## src/srtf_pkg.sv

```systemverilog
// srtf_pkg: shared constants, result codes and controller/datapath interface types
// for the SRTF tick scheduler. No dependencies.
package srtf_pkg;

	localparam int JOB_SLOTS_DEF = 16;
	localparam int TIME_BITS_DEF = 16;
	localparam int BURST_W       = 16;
	localparam int LIMIT_W       = 16;
	localparam int SUM_W         = 32;
	localparam int STATUS_W      = 3;

	localparam logic [LIMIT_W-1:0] TIME_LIMIT_RST = 16'd100;

	typedef enum logic [STATUS_W-1:0] {
		ST_ADDED  = 3'd0,
		ST_REJECT = 3'd1,
		ST_RAN    = 3'd2,
		ST_DONE   = 3'd3,
		ST_IDLE   = 3'd4,
		ST_STOP   = 3'd5
	} status_t;

	// controller -> datapath
	typedef struct packed {
		logic accept;     // capture request payload, clear scan result
		logic tick_mode;  // scan looks for least remaining time (else free slot)
		logic scan;       // read table entry at scan index
		logic fetch;      // read table entry of the chosen slot
		logic calc1;
		logic calc2;
		logic calc3;
		logic add_wr;     // place job or reject
		logic res_idle;   // idle tick result, time advances
		logic res_stop;   // stopped result
		logic out_load;   // move result into output register
	} srtf_cmd_t;

	// datapath -> controller
	typedef struct packed {
		logic stopped;
		logic best_vld;
	} srtf_sts_t;

endpackage

```

## src/srtf_ctrl.sv

```systemverilog
// srtf_ctrl: request sequencer for the SRTF tick scheduler; slot scan counter,
// output valid flag. Depends on srtf_pkg.
module srtf_ctrl #(
	parameter int JOB_SLOTS = srtf_pkg::JOB_SLOTS_DEF,
	localparam int SW = $clog2(JOB_SLOTS)
) (
	input  logic                clk,
	input  logic                arst_n,
	input  logic                s_tvalid,
	output logic                s_tready,
	input  logic                s_tuser,
	output logic                m_tvalid,
	input  logic                m_tready,
	input  srtf_pkg::srtf_sts_t sts,
	output srtf_pkg::srtf_cmd_t cmd,
	output logic [SW-1:0]       scan_idx
);

	typedef enum logic [9:0] {
		S_IDLE  = 10'b0000000001,
		S_SCAN  = 10'b0000000010,
		S_DRAIN = 10'b0000000100,
		S_PICK  = 10'b0000001000,
		S_ADD   = 10'b0000010000,
		S_FETCH = 10'b0000100000,
		S_CALC1 = 10'b0001000000,
		S_CALC2 = 10'b0010000000,
		S_CALC3 = 10'b0100000000,
		S_OUT   = 10'b1000000000
	} state_t;

	localparam logic [SW-1:0] LAST_SLOT = SW'(JOB_SLOTS - 1);

	state_t        state_q, state_d;
	logic [SW-1:0] cnt_q, cnt_d;
	logic          kind_q, kind_d;
	logic          m_tvalid_q;

	assign s_tready = (state_q == S_IDLE);
	assign m_tvalid = m_tvalid_q;
	assign scan_idx = cnt_q;

	always_comb begin
		state_d = state_q;
		cnt_d   = cnt_q;
		kind_d  = kind_q;
		cmd     = '0;
		cmd.tick_mode = kind_q;
		unique case (state_q)
			S_IDLE: begin
				if (s_tvalid) begin
					cmd.accept = 1'b1;
					kind_d     = s_tuser;
					cnt_d      = '0;
					if (s_tuser && sts.stopped) begin
						cmd.res_stop = 1'b1;
						state_d      = S_OUT;
					end else begin
						state_d = S_SCAN;
					end
				end
			end
			S_SCAN: begin
				cmd.scan = 1'b1;
				if (cnt_q == LAST_SLOT) begin
					state_d = S_DRAIN;
				end else begin
					cnt_d = cnt_q + SW'(1);
				end
			end
			S_DRAIN: state_d = S_PICK;
			S_PICK: begin
				if (!kind_q) begin
					state_d = S_ADD;
				end else if (sts.best_vld) begin
					state_d = S_FETCH;
				end else begin
					cmd.res_idle = 1'b1;
					state_d      = S_OUT;
				end
			end
			S_ADD: begin
				cmd.add_wr = 1'b1;
				state_d    = S_OUT;
			end
			S_FETCH: begin
				cmd.fetch = 1'b1;
				state_d   = S_CALC1;
			end
			S_CALC1: begin
				cmd.calc1 = 1'b1;
				state_d   = S_CALC2;
			end
			S_CALC2: begin
				cmd.calc2 = 1'b1;
				state_d   = S_CALC3;
			end
			S_CALC3: begin
				cmd.calc3 = 1'b1;
				state_d   = S_OUT;
			end
			S_OUT: begin
				if (!m_tvalid_q || m_tready) begin
					cmd.out_load = 1'b1;
					state_d      = S_IDLE;
				end
			end
			default: state_d = S_IDLE;
		endcase
	end

	always_ff @(posedge clk or negedge arst_n) begin
		if (!arst_n) begin
			state_q    <= S_IDLE;
			cnt_q      <= '0;
			kind_q     <= 1'b0;
			m_tvalid_q <= 1'b0;
		end else begin
			state_q <= state_d;
			cnt_q   <= cnt_d;
			kind_q  <= kind_d;
			if (cmd.out_load) begin
				m_tvalid_q <= 1'b1;
			end else if (m_tready) begin
				m_tvalid_q <= 1'b0;
			end
		end
	end

	// a request is only taken with the sequencer at rest
	a_accept_idle: assert property (@(posedge clk) disable iff (!arst_n)
		cmd.accept |=> (state_q == S_SCAN || state_q == S_OUT))
		else $error("accept left from a busy state");

	// scan always ends on the last slot
	a_scan_len: assert property (@(posedge clk) disable iff (!arst_n)
		(state_q == S_DRAIN) |-> ($past(cnt_q) == LAST_SLOT))
		else $error("scan ended early");

	// a stopped tick never touches the table scan
	a_stop_path: assert property (@(posedge clk) disable iff (!arst_n)
		cmd.res_stop |=> (state_q == S_OUT))
		else $error("stopped tick did not go to output");

endmodule

```

## src/srtf_dp.sv

```systemverilog
// srtf_dp: datapath of the SRTF tick scheduler: job table memory, active bits,
// time, limit register, waiting total, scan compare and output register. Depends on srtf_pkg.
module srtf_dp #(
	parameter int JOB_SLOTS = srtf_pkg::JOB_SLOTS_DEF,
	parameter int TIME_BITS = srtf_pkg::TIME_BITS_DEF,
	localparam int SW = $clog2(JOB_SLOTS),
	localparam int OUT_BITS = SW + 3 * TIME_BITS + srtf_pkg::SUM_W,
	localparam int OUT_W = ((OUT_BITS + 7) / 8) * 8
) (
	input  logic                               clk,
	input  logic                               arst_n,
	input  srtf_pkg::srtf_cmd_t                cmd,
	input  logic [SW-1:0]                      scan_idx,
	output srtf_pkg::srtf_sts_t                sts,
	input  logic [srtf_pkg::BURST_W-1:0]       burst_in,
	input  logic                               cfg_we,
	input  logic [srtf_pkg::LIMIT_W-1:0]       cfg_data,
	output logic [srtf_pkg::STATUS_W-1:0]      m_tuser,
	output logic [OUT_W-1:0]                   m_tdata
);

	localparam int BW    = srtf_pkg::BURST_W;
	localparam int MW    = TIME_BITS + 2 * BW;
	localparam int CMP_W = (TIME_BITS > srtf_pkg::LIMIT_W) ? TIME_BITS : srtf_pkg::LIMIT_W;
	localparam int SUMW  = srtf_pkg::SUM_W;

	// table word: {arrival, original burst, remaining}
	logic [MW-1:0]              mem_q [JOB_SLOTS];
	logic [MW-1:0]              rdata_q;
	logic                       mem_we, mem_re;
	logic [SW-1:0]              raddr;
	logic [MW-1:0]              wdata;

	logic [JOB_SLOTS-1:0]       active_q;
	logic [BW-1:0]              burst_q;
	logic [TIME_BITS-1:0]       time_q;
	logic [srtf_pkg::LIMIT_W-1:0] limit_q;
	logic [SUMW-1:0]            sum_q;

	logic                       rd_vld_s1;
	logic [SW-1:0]              rd_idx_s1;
	logic                       best_vld_q;
	logic [SW-1:0]              best_idx_q;
	logic [BW-1:0]              best_rem_q;

	logic [BW-1:0]              rem_new_q;
	logic [TIME_BITS-1:0]       comp_q, turn_q, wait_q;

	srtf_pkg::status_t          res_st_q;
	logic [SW-1:0]              res_slot_q;
	logic [TIME_BITS-1:0]       res_comp_q, res_turn_q, res_wait_q;

	logic [srtf_pkg::STATUS_W-1:0] out_st_q;
	logic [OUT_W-1:0]           out_q;

	logic [BW-1:0]              rd_rem;
	logic                       cand_tick, cand_add, cand;
	logic                       job_done;
	logic [SUMW:0]              sum_ext;

	assign rd_rem    = rdata_q[BW-1:0];
	assign cand_tick = active_q[rd_idx_s1] && (!best_vld_q || rd_rem < best_rem_q);
	assign cand_add  = !active_q[rd_idx_s1] && !best_vld_q && (burst_q != '0);
	assign cand      = rd_vld_s1 && (cmd.tick_mode ? cand_tick : cand_add);
	assign job_done  = (rem_new_q == '0);
	assign sum_ext   = {1'b0, sum_q} + (SUMW + 1)'(wait_q);

	assign sts.stopped  = (CMP_W'(time_q) >= CMP_W'(limit_q)) || (time_q == '1);
	assign sts.best_vld = best_vld_q;

	assign mem_re = cmd.scan || cmd.fetch;
	assign raddr  = cmd.fetch ? best_idx_q : scan_idx;
	assign mem_we = (cmd.add_wr && best_vld_q) || cmd.calc2;
	assign wdata  = cmd.add_wr ? {time_q, burst_q, burst_q} : {rdata_q[MW-1:BW], rem_new_q};

	always_ff @(posedge clk) begin
		if (mem_we) begin
			mem_q[best_idx_q] <= wdata;
		end
		if (mem_re) begin
			rdata_q <= mem_q[raddr];
		end
	end

	always_ff @(posedge clk) begin
		rd_idx_s1 <= scan_idx;
		if (cand) begin
			best_idx_q <= rd_idx_s1;
			best_rem_q <= rd_rem;
		end
		if (cmd.accept) begin
			burst_q <= burst_in;
		end
		if (cmd.calc1) begin
			rem_new_q <= rd_rem - BW'(1);
			comp_q    <= time_q + TIME_BITS'(1);
			turn_q    <= time_q + TIME_BITS'(1) - rdata_q[MW-1:2*BW];
		end
		if (cmd.calc2) begin
			wait_q <= turn_q - TIME_BITS'(rdata_q[2*BW-1:BW]);
		end
		if (cmd.out_load) begin
			out_st_q <= res_st_q;
			out_q    <= OUT_W'({sum_q, res_wait_q, res_turn_q, res_comp_q, res_slot_q});
		end
	end

	always_ff @(posedge clk) begin
		if (cmd.res_stop || cmd.res_idle) begin
			res_st_q   <= cmd.res_stop ? srtf_pkg::ST_STOP : srtf_pkg::ST_IDLE;
			res_slot_q <= '0;
			res_comp_q <= '0;
			res_turn_q <= '0;
			res_wait_q <= '0;
		end else if (cmd.add_wr) begin
			res_st_q   <= best_vld_q ? srtf_pkg::ST_ADDED : srtf_pkg::ST_REJECT;
			res_slot_q <= best_vld_q ? best_idx_q : '0;
			res_comp_q <= '0;
			res_turn_q <= '0;
			res_wait_q <= '0;
		end else if (cmd.calc3) begin
			res_st_q   <= job_done ? srtf_pkg::ST_DONE : srtf_pkg::ST_RAN;
			res_slot_q <= best_idx_q;
			res_comp_q <= job_done ? comp_q : '0;
			res_turn_q <= job_done ? turn_q : '0;
			res_wait_q <= job_done ? wait_q : '0;
		end
	end

	always_ff @(posedge clk or negedge arst_n) begin
		if (!arst_n) begin
			active_q   <= '0;
			time_q     <= '0;
			limit_q    <= srtf_pkg::TIME_LIMIT_RST;
			sum_q      <= '0;
			rd_vld_s1  <= 1'b0;
			best_vld_q <= 1'b0;
		end else begin
			rd_vld_s1 <= cmd.scan;
			if (cfg_we) begin
				limit_q <= cfg_data;
			end
			if (cmd.accept) begin
				best_vld_q <= 1'b0;
			end else if (cand) begin
				best_vld_q <= 1'b1;
			end
			if (cmd.add_wr && best_vld_q) begin
				active_q[best_idx_q] <= 1'b1;
			end
			if (cmd.calc2 && job_done) begin
				active_q[best_idx_q] <= 1'b0;
			end
			if (cmd.res_idle) begin
				time_q <= time_q + TIME_BITS'(1);
			end
			if (cmd.calc2) begin
				time_q <= comp_q;
			end
			if (cmd.calc3 && job_done) begin
				sum_q <= sum_ext[SUMW] ? '1 : sum_ext[SUMW-1:0];
			end
		end
	end

	assign m_tuser = out_st_q;
	assign m_tdata = out_q;

	a_add_sets: assert property (@(posedge clk) disable iff (!arst_n)
		(cmd.add_wr && best_vld_q) |=> active_q[$past(best_idx_q)])
		else $error("placed job not marked active");

	a_done_clears: assert property (@(posedge clk) disable iff (!arst_n)
		(cmd.calc2 && job_done) |=> !active_q[$past(best_idx_q)])
		else $error("completed job still active");

	a_sum_mono: assert property (@(posedge clk) disable iff (!arst_n)
		1'b1 |=> (sum_q >= $past(sum_q)))
		else $error("waiting total decreased");

	a_time_step: assert property (@(posedge clk) disable iff (!arst_n)
		1'b1 |=> (time_q == $past(time_q) || time_q == $past(time_q) + TIME_BITS'(1)))
		else $error("time moved by more than one");

endmodule

```

## src/srtf_tick_scheduler.sv

```systemverilog
// srtf_tick_scheduler: top level of the shortest-remaining-time-first scheduler.
// Instantiates srtf_ctrl and srtf_dp; depends on srtf_pkg.
//
// One request is handled at a time. A tick scans every job slot through the
// single-port job table, one slot per cycle. A tick that finds the time at or
// past time_limit, or at its largest value, skips the scan and gives a stop result.
// A result is moved into the output register only once an earlier result there
// has been taken.
// A finished result sits in the output register, so the next request can be
// accepted while it waits to be taken. Input tuser is the kind (0 add, 1 tick)
// and tdata the burst; output tuser is the status.
// time_limit may be written at any time the block is idle; its reset is 100.
module srtf_tick_scheduler #(
	parameter int JOB_SLOTS = srtf_pkg::JOB_SLOTS_DEF,
	parameter int TIME_BITS = srtf_pkg::TIME_BITS_DEF,
	localparam int SW = $clog2(JOB_SLOTS),
	localparam int OUT_BITS = SW + 3 * TIME_BITS + srtf_pkg::SUM_W,
	localparam int OUT_W = ((OUT_BITS + 7) / 8) * 8
) (
	input  logic                               clk,
	input  logic                               arst_n,
	input  logic                               s_tvalid,
	output logic                               s_tready,
	input  logic [srtf_pkg::BURST_W-1:0]       s_tdata,   // job_burst
	input  logic                               s_tuser,   // kind
	output logic                               m_tvalid,
	input  logic                               m_tready,
	// slot, completion_time, turnaround_time, waiting_time, total_waiting, zero pad
	output logic [OUT_W-1:0]                   m_tdata,
	output logic [srtf_pkg::STATUS_W-1:0]      m_tuser,   // status
	input  logic                               cfg_valid,
	output logic                               cfg_ready,
	input  logic [srtf_pkg::LIMIT_W-1:0]       cfg_data   // time_limit
);

	srtf_pkg::srtf_cmd_t cmd;
	srtf_pkg::srtf_sts_t sts;
	logic [SW-1:0]       scan_idx;

	assign cfg_ready = 1'b1;

	srtf_ctrl #(
		.JOB_SLOTS(JOB_SLOTS)
	) u_ctrl (
		.clk      (clk),
		.arst_n   (arst_n),
		.s_tvalid (s_tvalid),
		.s_tready (s_tready),
		.s_tuser  (s_tuser),
		.m_tvalid (m_tvalid),
		.m_tready (m_tready),
		.sts      (sts),
		.cmd      (cmd),
		.scan_idx (scan_idx)
	);

	srtf_dp #(
		.JOB_SLOTS(JOB_SLOTS),
		.TIME_BITS(TIME_BITS)
	) u_dp (
		.clk      (clk),
		.arst_n   (arst_n),
		.cmd      (cmd),
		.scan_idx (scan_idx),
		.sts      (sts),
		.burst_in (s_tdata),
		.cfg_we   (cfg_valid && cfg_ready),
		.cfg_data (cfg_data),
		.m_tuser  (m_tuser),
		.m_tdata  (m_tdata)
	);

endmodule

```

## config.mk

```make
export PLATFORM = sky130hd
export DESIGN_NAME = srtf_tick_scheduler
export DESIGN_NICKNAME = d
export VERILOG_FILES = /design/src/srtf_pkg.sv /design/src/srtf_ctrl.sv /design/src/srtf_dp.sv /design/src/srtf_tick_scheduler.sv
export SDC_FILE = /design/constraint.sdc
export NUM_CORES = 2
export LEC_CHECK = 0
export ABC_AREA = 1
export BUFFER_PORTS_ARGS = -buffer_cell sky130_fd_sc_hd__buf_4
export CORE_AREA = 5 5 265 319
export CTS_CLUSTER_DIAMETER = 200
export DETAILED_ROUTE_END_ITERATION = 10
export DIE_AREA = 0 0 270 324
export PLACE_DENSITY = 0.87
export SYNTH_ARGS = -nofsm -noshare
export SYNTH_HDL_FRONTEND = slang
export SYNTH_SLANG_ARGS = --single-unit
```

## constraint.sdc

```tcl
create_clock -name clk -period 11.3 [get_ports clk]
set_input_delay 0.565 -clock clk [delete_from_list [all_inputs] [get_ports clk]]
set_output_delay 0.565 -clock clk [all_outputs]
set_load 0.005 [all_outputs]
```

==> metrics.md <==
| Metric | Value |
|---|---|
| Outcome | `finished clean` |
| Largest net degree at the start of global routing | `193` |
| Global route overflow | `0` |
| Worst endpoint required time | `11.73 ns` |
| Max Clock Freq | `0.189 GHz` |
| Post-Route WL | `139 mm` |
| Startpoint Class | `register` |
| Sequential power share | `44.0%` |
| GR Util met3 | `7.12%` |
| Fin. max-slew vios | `0` |
| Arrival time at the worst endpoint | `5.71 ns` |
| Worst slew pin tran | `1.27 ns` |
| Syn. warnings | `0` |
| # IOs | `132` |
| Top_reg_cell synth | `edfxtp_1` |
| Core ar. | `81300 um2` |
| Worst Setup Path Type | `reg -> reg` |
| Post-CTS setup buffers | `0` |
| DRC errors left | `0` |
| Cell area power density | `202 nW/um2` |
| Layout Skew | `0.0471 ns` |
| Slew headroom | `15.6%` |
| Via count | `38.7k` |
| Setup TNS | `0 ns` |
| Routed len/inst | `21.9 um` |
| Clock Pin Slew Worst Setup and Hold Paths | `0.06 ns` |
| Max cap viols | `0` |
| Vias in the first global route | `38.7k` |
| Post-synth top cells | `inv_1, edfxtp_1, nand3_1` |
| Tcrit/Tclk final | `46.7%` |
| Library cells used by synthesis | `52` |
| Tmin final | `5.28 ns` |
| Total design power | `11.7 mW` |
| DR iter-0 viols | `5468` |
| Initial core utilization | `64.2%` |
| Met2 Use GR | `52.8%` |
| # fillers | `5037` |
| Final Setup Violations | `0` |
| CP Max Fanout | `104` |
| Clock sink total | `1160` |
| TritonCTS Buffers | `107` |
| Multi-input gate area | `13600 um2` |
| Post-synthesis cell count | `5111` |
| Sequential fraction of the synthesis area | `64.8%` |
| Final Hold Violating Endpoints | `0` |
| Vias/cell | `6.10` |
| Sw frac | `32.8%` |
| Count leader, synth | `inv_1` |
| Logic pwr share | `24.8%` |
| EDFF count, synth | `1006` |
| Synth async-reset ratio | `8.45%` |
| GPL Wtd Cong | `0.945` |
| CTS tree | `done` |
| Nets@finish | `5329` |
| Routed Antenna Nets | `0` |
| GR Util All Layers | `31.2%` |
| Root Buffer | `clkbuf_16` |
| Internal cell power | `7.83 mW` |
| Cell Rows | `115` |
| Dpl hpwl | `75.7 mm` |
| Layout cell share with drive strength beyond 1 | `8.36%` |
| Antenna diodes | `0` |
| Worst vdd ir | `0.227 mV` |
| Cell Area, Synth | `52200 um2` |
| Leading area contributor after synthesis | `edfxtp_1` |
| CP Cell Sequence | `nor2_1, nand2_1, nor2_2, nand2_4, nand2_8, nand2_4, buf_4, buf_4, nand2_1, nand3_1, nand3_1, nand3_1, nand2_1` |
| Post-Syn Area per Cell | `10.2 um2` |
| Area contributors post-synth | `edfxtp_1, nand3_1, inv_1` |
| Worst setup margin | `6.02 ns` |
| Clk pwr share | `31.1%` |
| Met1 usage | `36.7%` |
| RSZ-0062 raised after global routing | `no` |
| Clk buf depth | `3` |
| H-tree Lvls | `3` |
| Die area | `87500 um2` |
| Yosys top cell area share | `57.9%` |
| Clock latency at the later pin of the worst-skew pair | `0.72 ns` |
| Cell Area, Placed | `54200 um2` |
| Pre-CTS setup slack | `6.30 ns` |
| IO Port Bufs | `126` |
| Reg area | `33800 um2` |
| Flops & latches, synth | `1160` |
| First-pass iteration count of the detailed router | `9` |
| Crit-path max cell delay | `0.98 ns` |
| Pleak | `25.0 nW` |
| Slowest cell on the critical path | `buf_4` |
| NetSw | `3.83 mW` |
| Top Usage Layer GRT | `met2` |
| Critical Path Sink Type | `register` |
| Post-Layout Inst Area | `57700 um2` |
| Antenna violations before repair | `1` |
| Global-route wire length before repair | `212 mm` |
| DIE WIDTH | `270 um` |
| Hold Crit Class | `in -> reg` |
| Die Y | `324 um` |
| Area Overhead vs Synth | `10.6%` |
[what timing repair did]
item / in CTS / in global routing
resized for setup: 0 / 0
hold endpoints to repair: 28 / 0
hold buffers: 1 / 0
[flip-flops by register name (all words and copies together), names as in the netlist, 3 cells and up]
name,flops
u_dp.rdata_q,48
u_dp.res_wait_q,16
u_ctrl.scan_idx,4
u_dp.res_st_q,3
u_dp.turn_q,16
u_dp.best_rem_q,16
u_dp.res_slot_q,4
u_dp.m_tdata,84
u_dp.rem_new_q,16
u_dp.sum_q,32
u_dp.burst_q,16
u_dp.res_comp_q,16
u_dp.comp_q,16
u_ctrl.state_q,10
u_dp.limit_q,16
u_dp.best_idx_q,4
u_dp.time_q,16
u_dp.m_tuser,3
u_dp.rd_idx_s1,4
u_dp.active_q,16
u_dp.wait_q,16
u_dp.res_turn_q,16
u_dp.mem_q,768
[metal layers]
metal,share of wire [%],up-vias
li1,-,17100
met5,0.0094,-
met2,48,2953
met3,12,721
met4,6.7,2
met1,33,18000
[worst paths after layout]
path | from | to | slack, ns | cells past startpoint
min in group asynchronous | arst_n | u_dp.limit_q[3] | 0.37 | 2
min reg2reg | u_dp.res_st_q[1] | u_dp.m_tuser[1] | 0.42 | 0
max in group asynchronous | arst_n | u_dp.active_q[7] | 9.60 | 3
max reg2reg | u_ctrl.state_q[0] | u_dp.rdata_q[13] | 6.02 | 13
max | u_ctrl.state_q[0] | u_dp.rdata_q[13] | 6.02 | 13
min | s_tdata[1] | u_dp.burst_q[1] | 0.03 | 1
[cells in the final DEF (no fill, tap or decap), types with 5 or more instances in the layout]
cell           n
inv_2          5
clkinv_2      26
buf_4        212
nand3b_1      10
a22oi_1       51
nand2_1      948
clkinv_1      23
bufinv_16     10
a21oi_1       70
nor2_4        22
dfxtp_1       56
o221ai_1      10
xor2_1        44
dfrtp_1       94
xnor2_1       16
nand3_1     1002
conb_1         5
clkinvlp_4     5
inv_1       1021
nor4_1         6
clkbuf_1      16
clkbuf_16    108
o211ai_1      22
edfxtp_1    1006
nand2_2        6
nand4_1       26
o21ai_0      116
nor3_1        28
ha_1          80
nor2_1       172
or2_2          5
o22ai_1       10
[cell families (layout without fill, tap and decap cells)]
group	Yosys count	after routing	share of synthesized area, %
AOI/OAI and AO/OA	301	301	3.42
xor gates and xnor gates	60	60	1.01
adders and majority gates	83	83	2.03
buffers and inverters	1260	1446	9.68
DFF	1160	1160	64.8
muxes	1	1	0.0216
other	2	5	0.0144
and+or+nand+nor	2244	2244	19.1
[power groups by stage]
stage | Combinational [mW] | Sequential (mW) | Clock (mW)
2_1_floorplan | 2.02 | 5.16 | 0
3_3_place_gp | 2.62 | 5.21 | 0
3_5_place_dp | 2.75 | 5.22 | 0
4_1_cts | 2.80 | 5.13 | 3.64
5_1_grt | 3.12 | 5.14 | 3.83
6_report | 2.90 | 5.14 | 3.63
[critical path, delay by kind of cell (launching register included)]
family,cells,cell delay (ns)
flops,1,0.55
buf+inv,2,1.68
simple gates,11,2.65
[per-stage QoR]
step | hold WS, ns | std cells | utilization, %
floorplan | 0.269 | 5114 | -
global placement | 0.412 | 6151 | 66.7
CTS | 0.00617 | 6353 | 71.0
detailed placement | 0.410 | 6151 | 66.7
global route | 0.00180 | 6353 | 71.0
finish | 0.0260 | 6353 | 71.0
[final cells by class]
| class | count | share of cell area [%] |
|---|---|---|
| well taps | 1053 | 2.28 |
| clock buffers | 128 | 4.88 |
| multi-input cells | 2694 | 23.5 |
| flip-flops and latches | 1160 | 58.5 |
| repair buffers | 215 | 2.84 |
| clock inverters | 73 | 1.22 |
| inverters | 1030 | 6.70 |
No activity file was read; power rests on OpenSTA's default activity.
